[src/design/lcst_pkg.sv]
// shared types, constants and codes of the li chao segment max tree unit
package lcst_pkg;

    localparam int X_BITS      = 10;
    localparam int ADDR_W      = X_BITS + 1;
    localparam int NODES       = 1 << ADDR_W;
    localparam int STACK_DEPTH = X_BITS;
    localparam int SP_W        = $clog2(STACK_DEPTH + 1);
    localparam int SL_W        = 32;
    localparam int OFF_W       = 48;
    localparam int EV_W        = 47;
    localparam int VAL_W       = 49;

    localparam logic [X_BITS-1:0] MAX_X = {X_BITS{1'b1}};

    localparam logic [1:0] CMD_ADD   = 2'd0;
    localparam logic [1:0] CMD_QUERY = 2'd1;
    localparam logic [1:0] CMD_CLEAR = 2'd2;

    localparam logic CFG_FIND_MAX = 1'b0;
    localparam logic CFG_EMPTY    = 1'b1;

    typedef struct packed {
        logic                    present;
        logic signed [SL_W-1:0]  slope;
        logic signed [OFF_W-1:0] offset;
    } node_t;

    typedef enum logic [3:0] {
        S_CLR,
        S_IDLE,
        S_RD,
        S_WT,
        S_EL,
        S_ER,
        S_EM,
        S_DEC,
        S_QRD,
        S_QWT,
        S_QEV,
        S_QFIN
    } state_t;

endpackage

[src/design/lcst_line_eval.sv]
// evaluates one line slope*x+offset at a point
module lcst_line_eval
(
    input  logic signed [lcst_pkg::SL_W-1:0]  slope,
    input  logic signed [lcst_pkg::OFF_W-1:0] offset,
    input  logic        [lcst_pkg::X_BITS-1:0] x,
    output logic signed [lcst_pkg::VAL_W-1:0] value
);
    import lcst_pkg::*;

    logic signed [SL_W+X_BITS:0] prod;

    assign prod  = slope * $signed({1'b0, x});
    assign value = VAL_W'(prod) + VAL_W'(offset);

endmodule

[config.mk]
export PLATFORM = sky130hd
export DESIGN_NAME = lcst_line_eval
export DESIGN_NICKNAME = d
export VERILOG_FILES = /design/src/design/lcst_pkg.sv /design/src/design/lcst_line_eval.sv
export SDC_FILE = /design/constraint.sdc
export NUM_CORES = 1
export LEC_CHECK = 0
export ABC_AREA = 1
export BUFFER_PORTS_ARGS = -buffer_cell sky130_fd_sc_hd__clkbuf_2
export CORE_MARGIN = 3
export CORE_UTILIZATION = 50
export DETAILED_ROUTE_END_ITERATION = 7
export PLACE_DENSITY = 0.75
export SLEW_MARGIN = 20
export SYNTH_ARGS = -nofsm -noshare
export SYNTH_HDL_FRONTEND = slang
export SYNTH_SLANG_ARGS = --single-unit
[constraint.sdc]
create_clock -name vclk -period 6.5
set_input_delay 0.325 -clock vclk [all_inputs]
set_output_delay 0.325 -clock vclk [all_outputs]
set_load 0.05 [all_outputs]
; ---- Word level (Yosys, flattened, before mapping)
; Cells that the tools add are included.
[word_totals]
mem_bits_rw = 0
latch_bits = 0
romBits = 0
out_inout_bits = 49
regBits = 0
n_memories = 0
in_bits = 90
word_cells = 2
[classes]
bitwise = 0
n_lt_le_gt_ge = 0
shifts = 0
n_eq_ne = 0
n_reduce_logical = 0
div = 0
n_addsub = 1
n_mul = 1
muxes = 0
[ops]
columns = op, n
row1 = 43-bit by 48-bit adder with 49-bit output, 1
row2 = 32-bit by 11-bit multiplier with 43-bit output, 1

; ---- Longest topological paths before layout
[depth]
depth_word = 2
depth_mapped = 25
depth_no_buf = 24

; ---- Worst setup path after synthesis
; No wires, ideal clock.
[synth_path]
path_kind = in2out
startpoint = input port slope[31] in the netlist's numbering
endpoint = output port value[48] in the netlist's numbering
slack_ns = 1.050
path_buffers = 1
t_arrival_ns = 5.125
path_stages = 21
t_required_ns = 6.175
path_cell_list = clkbuf_1 nand2_1 fa_1 fa_1 fa_1 inv_1 fa_1 inv_1 fa_1 inv_1 ha_1 nand2_1 nor2_1 inv_1 nor2_1 nand2_1 nor2_1 nand2_1 nand3_1 nand2_1 nand2_1
[synth_between]
elab_chain_cells = 2
[synth_rtl]
columns = element, line
row1 = start: declaration, lcst_line_eval.sv:4  ; input logic signed [lcst_pkg::SL_W-1:0] slope,
row2 = 32-bit by 11-bit multiplier with 43-bit output, lcst_line_eval.sv:13  ; assign prod = slope * $signed({1'b0, x});
row3 = 43-bit by 48-bit adder with 49-bit output, lcst_line_eval.sv:14  ; assign value = VAL_W'(prod) + VAL_W'(offset);
row4 = end: declaration, lcst_line_eval.sv:7  ; output logic signed [lcst_pkg::VAL_W-1:0] value
; No other way between the ends.

; ---- Worst setup path after layout
[layout_path]
startpoint = input port x[2] in the netlist's numbering
endpoint = output port value[47] in the netlist's numbering
[layout_between]
elab_chain_cells = 2
[layout_rtl]
columns = element, line
row1 = start: declaration, lcst_line_eval.sv:6  ; input logic [lcst_pkg::X_BITS-1:0] x,
row2 = 32-bit by 11-bit multiplier with 43-bit output, lcst_line_eval.sv:13
row3 = 43-bit by 48-bit adder with 49-bit output, lcst_line_eval.sv:14
; No other way between the ends.

==> flow_summary.json <==
{
  "status": "completed",
  "max_slew.worst_pin.slew_ns": 0.823,
  "critical_path_class": "in -> out",
  "cap_viol_max_count": 0,
  "worstHoldStart": "offset[0]",
  "drt_iter0_markers": 666,
  "yosys_warnings": 0,
  "syn_nets": 2685,
  "grtUsageMet2": 0.456,
  "slew_violations": 0,
  "dr.pass1.iters": 6,
  "setup_tns_ns": 0,
  "yosysTopAreaCell": "fa_1",
  "crit_arrival_ns": 5.75,
  "register_area_um2": 0,
  "wl_per_cell_um": 14.0,
  "hold_path_class": "in -> out",
  "slew_headroom": 0.451,
  "grt_pass1_vias": 13500,
  "hold_viol": 0,
  "die_y_um": 179,
  "cts_setup_buffers": 0,
  "netlist_area_um2": 15000,
  "grt_use_met3": 0.0227,
  "synthTopCellsByCount": "inv_1, nand2_1, fa_1",
  "synth_top_area_frac": 0.454,
  "num-nets-final": 2774,
  "cts_hold_buf": 0,
  "grt_overflow_total": 0,
  "die_width_um": 179,
  "setup_viol": 0,
  "area_growth_pct": 6.80,
  "dp_cells": 2624,
  "totalWireLength_mm": 36.6,
  "drive_gt1_frac": 0.0897,
  "diodes": 0,
  "rows": 62,
  "netlist_top_cells_area": "fa_1, inv_1, nand2_1, ha_1, clkbuf_1",
  "synth.most_common_cell": "inv_1",
  "cp_max_fo": 21,
  "post-route-min-period_ns": 6.07,
  "start_kind": "input port",
  "whs_endpoint": "value[0]",
  "vias_per_cell": 4.78,
  "grt_pass1_wl_mm": 62.8,
  "die_area_um2": 32100,
  "antenna_found_initial": 0,
  "crit_required_ns": 6.17,
  "syn_inst": 2153,
  "place.gp.congestion": 0.930,
  "rsz0062_at_grt": "no",
  "clockBufferCount": 0,
  "dp_hpwl_mm": 33.0,
  "ctsResizeCount": 0,
  "period_share": 0.934,
  "top_usage_layer": "met2",
  "core_um2": 29100,
  "start_util": 0.515,
  "fillers": 2890,
  "grt_max_degree": 33,
  "seq_cells": 0,
  "clock.fmax_mhz": 165,
  "drc": 0,
  "ys_seq_area_frac": 0,
  "critPathCaptureType": "output port",
  "hold_depth": 3,
  "grtUsageTotal": 0.242,
  "avgSynthCellArea_um2": 6.96,
  "antenna_left": 0,
  "ios": 139,
  "dpl_cell_area_um2": 16000,
  "final_area_um2": 16000,
  "worst_hold_slack_ns": 1.11,
  "vias": 12500,
  "ys_types": 26,
  "io_buffers": 139,
  "grtUsageMet1": 0.301,
  "instances_no_fill": 2624
}
area by class of cell:
class                      instances  area [µm²]  area share
inverter                         744        2790       0.175
multi-input combinational       1347       12000       0.747
tap                              384         480      0.0300
timing repair buffer             149         771      0.0482
worst max-delay path, stage by stage:
cell,delay [ns]
clkbuf_2,0.43
nand2_1,0.24
fa_1,0.67
fa_1,0.55
fa_1,0.73
inv_1,0.14
fa_1,0.49
inv_1,0.05
fa_1,0.48
inv_1,0.04
ha_1,0.35
nand2_1,0.12
nor2_1,0.15
inv_1,0.06
nor2_1,0.13
nand2_1,0.08
nor2_1,0.10
nand2_1,0.08
nand3_1,0.09
nand2_1,0.05
nand2_1,0.09
clkbuf_2,0.29
through the flow:
| step | utilization | setup slack (ns) |
|---|---|---|
| floorplan | - | 1.05 |
| global placement | 0.550 | 0.530 |
| detailed placement | 0.550 | 0.423 |
| CTS | 0.550 | 0.421 |
| global route | 0.550 | 0.0706 |
| finish | 0.550 | 0.426 |
cell families after synthesis:
family          Yosys count  share of synthesized area
simple gates            839                      0.228
buf+inv                 806                      0.202
fa+ha+maj               442                      0.540
compound gates           38                     0.0142
xor+xnor                 28                     0.0164
how the worst max path moves through the flow:
| stage | startpoint | endpoint | cells after the start |
|---|---|---|---|
| after floorplan | slope[31] | value[48] | 21 |
| after global placement | x[2] | value[47] | 22 |
| after detailed placement | x[2] | value[47] | 22 |
| after CTS | x[2] | value[47] | 22 |
| after global routing | x[2] | value[47] | 22 |
| final | x[2] | value[47] | 22 |
metal layers:
| metal | wire [µm] | vias to the layer above |
|---|---|---|
| met5 | 0 | - |
| met4 | 944 | 0 |
| met3 | 2290 | 68 |
| met2 | 18600 | 387 |
| met1 | 14800 | 6021 |
| li1 | - | 6059 |
cell usage in the layout (no fill, tap or decap), drive strengths merged, types with 3 or more instances in the layout:
cell / n
a21oi: 28
a31oi: 3
buf: 10
clkbuf: 139
fa: 340
ha: 102
inv: 744
nand2: 694
nand3: 43
nand3b: 3
nand4: 6
nor2: 83
nor3: 5
o21bai: 6
xnor2: 5
xor2: 23
Power is not shown: default switching activity piles up to over one toggle a cycle in this logic, so the estimate is an artifact.
